==> src/hdl/lru_pkg.sv <==
// Shared constants and types for the LRU page replacement block.
// No dependencies.
`default_nettype none

package lru_pkg;

  localparam int FRAMES_DEF    = 8;
  localparam int PAGE_BITS_DEF = 16;
  localparam int CFG_W         = 4;
  localparam int FAULT_W       = 32;

  localparam logic [CFG_W-1:0] NUM_FRAMES_RST = 4'd8;

  // Status a cell hands to the top level and to its newer neighbor.
  typedef struct packed {
    logic match;
    logic shift;
  } cell_link_t;

endpackage

`default_nettype wire

==> src/hdl/lru_ifs.sv <==
// Valid/ready channel interfaces for page references and results.
// Depends on lru_pkg for default widths.
`default_nettype none

interface lru_req_if #(
  parameter int PAGE_BITS = lru_pkg::PAGE_BITS_DEF
) ();
  logic                 valid;
  logic                 ready;
  logic [PAGE_BITS-1:0] page;

  modport source (output valid, output page, input ready);
  modport sink   (input valid, input page, output ready);
endinterface

interface lru_rsp_if #(
  parameter int FRAMES    = lru_pkg::FRAMES_DEF,
  parameter int PAGE_BITS = lru_pkg::PAGE_BITS_DEF
) ();
  localparam int CNT_W = $clog2(FRAMES + 1);

  logic                        valid;
  logic                        ready;
  logic                        fault;
  logic                        evicted_valid;
  logic [PAGE_BITS-1:0]        evicted_page;
  logic [lru_pkg::FAULT_W-1:0] fault_total;
  logic [CNT_W-1:0]            resident_count;

  modport source (output valid, output fault, output evicted_valid, output evicted_page,
                  output fault_total, output resident_count, input ready);
  modport sink   (input valid, input fault, input evicted_valid, input evicted_page,
                  input fault_total, input resident_count, output ready);
endinterface

`default_nettype wire

==> src/hdl/lru_cell.sv <==
// One frame of the recency chain: holds a page, compares, and shifts.
// Depends on lru_pkg for the link struct.
`default_nettype none

module lru_cell #(
  parameter int PAGE_BITS = lru_pkg::PAGE_BITS_DEF,
  parameter int CNT_W     = 4,
  parameter int IDX       = 0
) (
  input  wire logic                clk,
  input  wire logic                en_i,
  input  wire logic [PAGE_BITS-1:0] page_i,
  input  wire logic [PAGE_BITS-1:0] nbr_page_i,
  input  wire logic [CNT_W-1:0]    occ_i,
  input  wire logic [CNT_W-1:0]    tail_i,
  input  wire logic                shift_i,
  output lru_pkg::cell_link_t      link_o,
  output logic [PAGE_BITS-1:0]     page_o
);
  import lru_pkg::*;

  localparam logic [CNT_W-1:0] IDX_C = CNT_W'(IDX);

  logic [PAGE_BITS-1:0] page_r;
  logic [PAGE_BITS-1:0] page_nxt;
  logic                 in_use;

  assign in_use       = IDX_C < occ_i;
  assign link_o.match = in_use && (page_r == page_i);
  // Everything from the hit position (or the whole list on eviction) advances.
  assign link_o.shift = shift_i || link_o.match;
  assign page_o       = page_r;

  always_comb begin
    page_nxt = page_r;
    if (en_i) begin
      if (IDX_C == tail_i) begin
        page_nxt = page_i;
      end else if ((IDX_C < tail_i) && link_o.shift) begin
        page_nxt = nbr_page_i;
      end
    end
  end

  always_ff @(posedge clk) begin
    page_r <= page_nxt;
  end

endmodule

`default_nettype wire

==> src/hdl/lru_page_replacement_top.sv <==
// Top level of the LRU page replacement block: chain of frame cells,
// occupancy, fault counter and result register. Depends on lru_pkg,
// lru_ifs and lru_cell.
//
// Usage:
//   in_ch  carries one page reference per transaction (valid/ready).
//   out_ch returns exactly one result per reference: fault, evicted page,
//          running fault total (saturating) and frames occupied afterward.
//   cfg_we/cfg_wdata write num_frames; write only while no reference is
//          in flight. 0 acts as 1, values above FRAMES act as FRAMES.
// Result: registered; it appears in the cycle after its reference is accepted.
// Throughput: one reference per cycle while no held result stalls input; the
//   full compare-and-shift of all FRAMES cells is combinational and lands at
//   the accepting edge, so the next reference sees the updated recency order.
// Stall: a held result blocks new references until out_ch.ready takes it;
//   in_ch.ready rises in the same cycle the result is taken.
// Reset: synchronous, active low. Occupancy and fault count clear, the
//   frame limit returns to 8, no result is pending. Frame contents are not
//   cleared; only occupied frames are ever compared or reported.
`default_nettype none

module lru_page_replacement_top #(
  parameter int FRAMES    = lru_pkg::FRAMES_DEF,
  parameter int PAGE_BITS = lru_pkg::PAGE_BITS_DEF
) (
  input  wire logic                      clk,
  input  wire logic                      rst_n,
  lru_req_if.sink                        in_ch,
  lru_rsp_if.source                      out_ch,
  input  wire logic                      cfg_we,
  input  wire logic [lru_pkg::CFG_W-1:0] cfg_wdata
);
  import lru_pkg::*;

  localparam int CNT_W = $clog2(FRAMES + 1);
  localparam int LIM_W = (CNT_W > CFG_W) ? CNT_W : CFG_W;

  // Configuration and state
  logic [CFG_W-1:0]   num_frames_r;
  logic [CNT_W-1:0]   occ_r, occ_nxt;
  logic [FAULT_W-1:0] fault_cnt_r, fault_cnt_nxt;

  // Result register
  logic                 out_valid_r, out_valid_nxt;
  logic                 fault_r, fault_nxt;
  logic                 ev_valid_r, ev_valid_nxt;
  logic [PAGE_BITS-1:0] ev_page_r, ev_page_nxt;

  // Cell chain
  logic [PAGE_BITS-1:0] cell_page [FRAMES];
  cell_link_t           link [FRAMES];
  logic [FRAMES-1:0]    match_vec;

  logic             accept;
  logic             hit;
  logic             full_miss;
  logic [LIM_W-1:0] nf_ext, lim_ext;
  logic [CNT_W-1:0] lim;
  logic [CNT_W-1:0] tail;

  // Accept whenever the result slot is empty or being drained this cycle.
  assign in_ch.ready = !out_valid_r || out_ch.ready;
  assign accept      = in_ch.valid && in_ch.ready;

  // Clamp the frame limit into 1..FRAMES.
  always_comb begin
    nf_ext  = LIM_W'(num_frames_r);
    lim_ext = (nf_ext == '0) ? LIM_W'(1) : nf_ext;
    if (lim_ext > LIM_W'(FRAMES)) begin
      lim_ext = LIM_W'(FRAMES);
    end
    lim = CNT_W'(lim_ext);
  end

  for (genvar k = 0; k < FRAMES; k++) begin : g_cell
    assign match_vec[k] = link[k].match;

    lru_cell #(
      .PAGE_BITS (PAGE_BITS),
      .CNT_W     (CNT_W),
      .IDX       (k)
    ) u_cell (
      .clk        (clk),
      .en_i       (accept),
      .page_i     (in_ch.page),
      .nbr_page_i ((k == FRAMES - 1) ? cell_page[k] : cell_page[(k + 1) % FRAMES]),
      .occ_i      (occ_r),
      .tail_i     (tail),
      .shift_i    ((k == 0) ? full_miss : link[(k + FRAMES - 1) % FRAMES].shift),
      .link_o     (link[k]),
      .page_o     (cell_page[k])
    );
  end

  assign hit       = |match_vec;
  assign full_miss = !hit && (occ_r >= lim);
  // New page lands at the newest slot; it grows only when a frame is free.
  assign tail      = (hit || full_miss) ? (occ_r - CNT_W'(1)) : occ_r;

  always_comb begin
    occ_nxt       = occ_r;
    fault_cnt_nxt = fault_cnt_r;
    fault_nxt     = fault_r;
    ev_valid_nxt  = ev_valid_r;
    ev_page_nxt   = ev_page_r;
    out_valid_nxt = out_valid_r;
    if (out_ch.ready) begin
      out_valid_nxt = 1'b0;
    end
    if (accept) begin
      out_valid_nxt = 1'b1;
      fault_nxt     = !hit;
      ev_valid_nxt  = full_miss;
      ev_page_nxt   = full_miss ? cell_page[0] : '0;
      if (!hit && !full_miss) begin
        occ_nxt = occ_r + CNT_W'(1);
      end
      // Hold the counter at its maximum.
      if (!hit && (fault_cnt_r != '1)) begin
        fault_cnt_nxt = fault_cnt_r + FAULT_W'(1);
      end
    end
  end

  always_ff @(posedge clk) begin
    if (!rst_n) begin
      num_frames_r <= NUM_FRAMES_RST;
      occ_r        <= '0;
      fault_cnt_r  <= '0;
      out_valid_r  <= 1'b0;
    end else begin
      if (cfg_we) begin
        num_frames_r <= cfg_wdata;
      end
      occ_r       <= occ_nxt;
      fault_cnt_r <= fault_cnt_nxt;
      out_valid_r <= out_valid_nxt;
    end
  end

  always_ff @(posedge clk) begin
    fault_r    <= fault_nxt;
    ev_valid_r <= ev_valid_nxt;
    ev_page_r  <= ev_page_nxt;
  end

  // Counter and occupancy change only on accept, so they stay valid as
  // result fields while the transaction waits.
  assign out_ch.valid          = out_valid_r;
  assign out_ch.fault          = fault_r;
  assign out_ch.evicted_valid  = ev_valid_r;
  assign out_ch.evicted_page   = ev_page_r;
  assign out_ch.fault_total    = fault_cnt_r;
  assign out_ch.resident_count = occ_r;

endmodule

`default_nettype wire

==> src/flat_wrapper.sv <==
// flat-port wrapper written by rule: the top's interface ports become plain ports
module lru_page_replacement_top_flat import lru_pkg::*;
#(
  parameter int FRAMES    = lru_pkg::FRAMES_DEF,
  parameter int PAGE_BITS = lru_pkg::PAGE_BITS_DEF
)
  (clk, rst_n, cfg_we, cfg_wdata, in_ch_valid, in_ch_page, in_ch_ready, out_ch_valid, out_ch_fault, out_ch_evicted_valid, out_ch_evicted_page, out_ch_fault_total, out_ch_resident_count, out_ch_ready);
  lru_req_if #(.PAGE_BITS(PAGE_BITS)) in_ch_i ();
  lru_rsp_if #(.FRAMES(FRAMES), .PAGE_BITS(PAGE_BITS)) out_ch_i ();
  input  wire logic clk;
  input  wire logic rst_n;
  input  wire logic cfg_we;
  input  wire logic [lru_pkg::CFG_W-1:0] cfg_wdata;
  input wire logic [$bits(in_ch_i.valid)-1:0] in_ch_valid;
  input wire logic [$bits(in_ch_i.page)-1:0] in_ch_page;
  output wire logic [$bits(in_ch_i.ready)-1:0] in_ch_ready;
  output wire logic [$bits(out_ch_i.valid)-1:0] out_ch_valid;
  output wire logic [$bits(out_ch_i.fault)-1:0] out_ch_fault;
  output wire logic [$bits(out_ch_i.evicted_valid)-1:0] out_ch_evicted_valid;
  output wire logic [$bits(out_ch_i.evicted_page)-1:0] out_ch_evicted_page;
  output wire logic [$bits(out_ch_i.fault_total)-1:0] out_ch_fault_total;
  output wire logic [$bits(out_ch_i.resident_count)-1:0] out_ch_resident_count;
  input wire logic [$bits(out_ch_i.ready)-1:0] out_ch_ready;
  assign in_ch_i.valid = in_ch_valid;
  assign in_ch_i.page = in_ch_page;
  assign in_ch_ready = in_ch_i.ready;
  assign out_ch_valid = out_ch_i.valid;
  assign out_ch_fault = out_ch_i.fault;
  assign out_ch_evicted_valid = out_ch_i.evicted_valid;
  assign out_ch_evicted_page = out_ch_i.evicted_page;
  assign out_ch_fault_total = out_ch_i.fault_total;
  assign out_ch_resident_count = out_ch_i.resident_count;
  assign out_ch_i.ready = out_ch_ready;
  lru_page_replacement_top #(.FRAMES(FRAMES), .PAGE_BITS(PAGE_BITS)) u_core (.clk(clk), .rst_n(rst_n), .in_ch(in_ch_i), .out_ch(out_ch_i), .cfg_we(cfg_we), .cfg_wdata(cfg_wdata));
endmodule
==> config.mk <==
export PLATFORM = sky130hd
export DESIGN_NAME = lru_page_replacement_top_flat
export DESIGN_NICKNAME = d
export VERILOG_FILES = /design/src/hdl/lru_pkg.sv /design/src/hdl/lru_ifs.sv /design/src/hdl/lru_cell.sv /design/src/hdl/lru_page_replacement_top.sv /design/src/flat_wrapper.sv
export SDC_FILE = /design/constraint.sdc
export NUM_CORES = 1
export LEC_CHECK = 0
export BUFFER_PORTS_ARGS = -buffer_cell sky130_fd_sc_hd__buf_2
export CORE_UTILIZATION = 65
export DETAILED_ROUTE_END_ITERATION = 12
export GPL_ROUTABILITY_DRIVEN = 0
export MAX_ROUTING_LAYER = met4
export PLACE_DENSITY = 0.85
export SETUP_SLACK_MARGIN = 0.5
export SYNTH_ARGS = -nofsm -noshare
export SYNTH_HDL_FRONTEND = slang
export SYNTH_SLANG_ARGS = --single-unit
==> constraint.sdc <==
create_clock -name clk -period 6.8 [get_ports clk]
set_input_delay 1.36 -clock clk [delete_from_list [all_inputs] [get_ports clk]]
set_output_delay 1.36 -clock clk [all_outputs]
set_load 0.03 [all_outputs]
==> impl_metrics.env <==
export IMPL_cpMaxStageDelayCell="sky130_fd_sc_hd__dfxtp_1"
export IMPL_count_of_yosys_warnings_during_synthesis=0
export IMPL_timing_critical_path_buf_inv=1
export IMPL_synth_top_area_frac=0.423
export IMPL_setup_worst_path_end_class="register"
export IMPL_grt_start_max_net_pins=30
export IMPL_cts_tree="done"
export IMPL_cts_max_level=4
export IMPL_timing_final_setup_violations=0
export IMPL_global_route_usage_total=0.271
export IMPL_finalWirelength_um=20500
export IMPL_rsz0062_at_grt="no"
export IMPL_synth_most_common_cell="sky130_fd_sc_hd__edfxtp_1"
export IMPL_cp_slowest_stage_delay_ns=0.78
export IMPL_cts_hold_buf=0
export IMPL_total_met2_wirelength_after_detailed_routing_um=10600
export IMPL_switching_share=0.249
export IMPL_setup_worst_path_class="reg2reg"
export IMPL_post_synth_main_area_contributors="sky130_fd_sc_hd__edfxtp_1 (42%), sky130_fd_sc_hd__dfxtp_1 (7.9%), sky130_fd_sc_hd__xnor2_1 (6.6%)"
export IMPL_timing_critical_path_mode_cell="sky130_fd_sc_hd__a21o_1"
export IMPL_cp_max_fo=21
export IMPL_cts_root_buf="sky130_fd_sc_hd__clkbuf_16"
export IMPL_drc=0
export IMPL_core_rowCount=45
export IMPL_drt_initial_drc_count=487
export IMPL_critPathRequiredTime_ns=6.87
export IMPL_top_ports=81
export IMPL_detail_route_wl_per_cell_um=18.7
export IMPL_final_core_util=0.728
export IMPL_startpoint_type="register"
export IMPL_timing_reg2reg_setup_slack_ns=1.75
export IMPL_power_net_switching_uw=667
export IMPL_die_h_um=128
export IMPL_num_cts_buffers=17
export IMPL_power_static_leakage_uw=0.00416
export IMPL_buffer_ports_inserted=80
export IMPL_power_ir_vdd_worst_v=0.000192
export IMPL_portion_of_the_post_synthesis_area_used_by_sequential_elements=0.502
export IMPL_maxSlewHeadroom=0.297
export IMPL_final_setup_skew_ns=0.00796
export IMPL_floorplan_die_area_mm2=0.0165
export IMPL_synth_edf_count=146
export IMPL_wl_met3_um=876
export IMPL_first_global_vias=6348
export IMPL_antenna_left=0
export IMPL_wire_length_of_the_first_global_routing_pass_um=32600
export IMPL_synthFlopType="sky130_fd_sc_hd__edfxtp_1"
export IMPL_clock_power_share=0.376
export IMPL_synth_top_cells_by_count="sky130_fd_sc_hd__edfxtp_1 (146), sky130_fd_sc_hd__xnor2_1 (78), sky130_fd_sc_hd__xor2_1 (71), sky130_fd_sc_hd__mux2_1 (51), sky130_fd_sc_hd__mux2_2 (43)"
export IMPL_cts_root_to_sink_buffers=2
export IMPL_hpwlAfterDp_um=14900
export IMPL_top_signal_layer_used="met4"
export IMPL_worstSkewPairLatency_ns=0.44
export IMPL_ctsResizeCount=0
export IMPL_vias_per_cell=5.96
export IMPL_area_growth_pct=7.79
export IMPL_synth_net_count=862
export IMPL_finalNetCount=906
export IMPL_setup_tns_ns=0
export IMPL_slew_violations=0
export IMPL_antenna_found_initial=0
export IMPL_report_final_hold_viol_count=0
export IMPL_place_area_mm2=0.0106
export IMPL_via_count=6530
export IMPL_async_reset_ff_frac=0
export IMPL_synthCells=828
export IMPL_initial_core_util=0.675
export IMPL_num_antenna_cells=0
export IMPL_worst_slew_pin_transition_ns=1.05
export IMPL_cts_post_setup_buffers_inserted=0
export IMPL_floorplan_core_area_mm2=0.0154
export IMPL_power_density_mw_per_mm2=240
export IMPL_cts_sink_count=187
export IMPL_seq_power_share=0.495
export IMPL_post_route_cell_area_mm2=0.0112
export IMPL_floorplan_die_width_um=128
export IMPL_finalCriticalPeriod_ns=5.05
export IMPL_overflow=0
export IMPL_area_of_the_mapped_netlist_mm2=0.0104
export IMPL_hold_path_class="reg2reg"
export IMPL_sequence_of_cells_on_the_critical_path="clkinv_1 > ha_1 > nand2b_1 > a21o_1 > a21o_1 > a21oi_2 > nor3b_2 > nand3_4 > or3_1 > o21ai_4 > o21a_1"
export IMPL_max_clock_freq_ghz=0.198
export IMPL_detail_route_first_pass_iterations=6
export IMPL_m1WireLength_um=8170
export IMPL_layout_drive_gt1_share=0.228
export IMPL_maxCapViolations=0
export IMPL_pwr_share_comb=0.129
export IMPL_synth_area_per_cell_um2=12.5
export IMPL_arrival_ns=5.12
export IMPL_synth_ff_latch_count=187
export IMPL_synthDistinctLibCells=66
export IMPL_cts_clk_slew_worst_paths_ns=0.06
export IMPL_fillCellCount=1023
export IMPL_internal_power_uw=2010
export IMPL_synth_largest_area_cell="sky130_fd_sc_hd__edfxtp_1"
export IMPL_final_period_utilization=0.742
export IMPL_power_total_uw=2680
export IMPL_path_delay_family="compound AO/OA/AOI/OAI gates"
export IMPL_run_status="finished, final reports clean"
## power by group through the flow
| stage | combinational, uW | sequential (uW) | clock (uW) |
|---|---|---|---|
| 4_1_cts | 344 | 1330 | 1020 |
| 2_1_floorplan | 269 | 1360 | 0 |
| 5_1_grt | 369 | 1330 | 1060 |
| 3_3_place_gp | 328 | 1350 | 0 |
| 3_5_place_dp | 338 | 1350 | 0 |
| 6_report | 344 | 1330 | 1010 |
## logic make-up (layout without fill, tap and decap cells)
| group | count (synthesis) | count (layout) | synth area share |
|---|---|---|---|
| xor gates and xnor gates | 149 | 149 | 0.126 |
| AOI/OAI and AO/OA | 53 | 53 | 0.0410 |
| and+or+nand+nor | 222 | 222 | 0.117 |
| DFF | 187 | 187 | 0.502 |
| muxes | 132 | 132 | 0.149 |
| buffers and inverters | 76 | 133 | 0.0549 |
| adders and majority gates | 9 | 9 | 0.0109 |
## layout by cell type, fill, tap and decap left out, types with 19 or more instances in the layout
cell	count
sky130_fd_sc_hd__xnor2_1	78
sky130_fd_sc_hd__nand2_1	37
sky130_fd_sc_hd__nor2_1	42
sky130_fd_sc_hd__mux2i_1	19
sky130_fd_sc_hd__edfxtp_1	146
sky130_fd_sc_hd__mux2_1	51
sky130_fd_sc_hd__nor4_1	21
sky130_fd_sc_hd__mux2_2	43
sky130_fd_sc_hd__buf_2	80
sky130_fd_sc_hd__nor3_1	19
sky130_fd_sc_hd__nand4_1	21
sky130_fd_sc_hd__xor2_1	71
sky130_fd_sc_hd__dfxtp_1	41
## cell type report
class / count / area, um2 / share of cell area
clock buffers: 18 / 429 / 0.0384
clock inverters: 14 / 169 / 0.0151
inverters: 14 / 52.6 / 0.00470
multi-input cells: 565 / 4610 / 0.412
flip-flops and latches: 187 / 5200 / 0.465
well taps: 211 / 264 / 0.0236
repair buffers: 87 / 453 / 0.0405
## registers in the layout, indices dropped and copies added, names as in the netlist
signal / cells
u_core.nf_ext: 4
u_core.out_ch.evicted_valid: 1
u_core.out_ch.evicted_page: 16
u_core.out_ch.valid: 1
u_core.out_ch.fault_total: 32
u_core.g_cell.u_cell.page_o: 128
u_core.out_ch.resident_count: 4
u_core.out_ch.fault: 1
## per-stage QoR
| stage | hold slack (ns) | setup WS (ns) | cells |
|---|---|---|---|
| finish | 0.491 | 1.75 | 1096 |
| global route | 0.505 | 1.47 | 1096 |
| CTS | 0.490 | 1.83 | 1096 |
| detailed placement | 0.479 | 1.82 | 1064 |
| global placement | 0.463 | 1.86 | 1064 |
| floorplan | 0.461 | 1.98 | 828 |
## worst reg2reg max path, stage by stage (launching register included)
cell and delay (ns):
sky130_fd_sc_hd__dfxtp_1 0.78, sky130_fd_sc_hd__clkinv_1 0.57, sky130_fd_sc_hd__ha_1 0.45, sky130_fd_sc_hd__nand2b_1 0.15, sky130_fd_sc_hd__a21o_1 0.17, sky130_fd_sc_hd__a21o_1 0.19, sky130_fd_sc_hd__a21oi_2 0.30, sky130_fd_sc_hd__nor3b_2 0.37
sky130_fd_sc_hd__nand3_4 0.30, sky130_fd_sc_hd__or3_1 0.49, sky130_fd_sc_hd__o21ai_4 0.26, sky130_fd_sc_hd__o21a_1 0.66
## path summary, 6_finish.rpt
check                                                startpoint                            endpoint  cells past startpoint
worst max register to register  u_core.out_ch.resident_count[0]  u_core.g_cell[0].u_cell.page_o[14]                     11
worst min-delay path              u_core.out_ch.fault_total[28]       u_core.out_ch.fault_total[28]                      2
worst max-delay path            u_core.out_ch.resident_count[0]  u_core.g_cell[0].u_cell.page_o[14]                     11
worst min register to register    u_core.out_ch.fault_total[28]       u_core.out_ch.fault_total[28]                      2
## layer usage
layer  global-route usage  up-vias
met5                    -        -
met4                0.140        0
met3               0.0482       57
met2                0.460      216
met1                0.306     3196
li1                     -     3061
(Power assumes the default switching activity.)
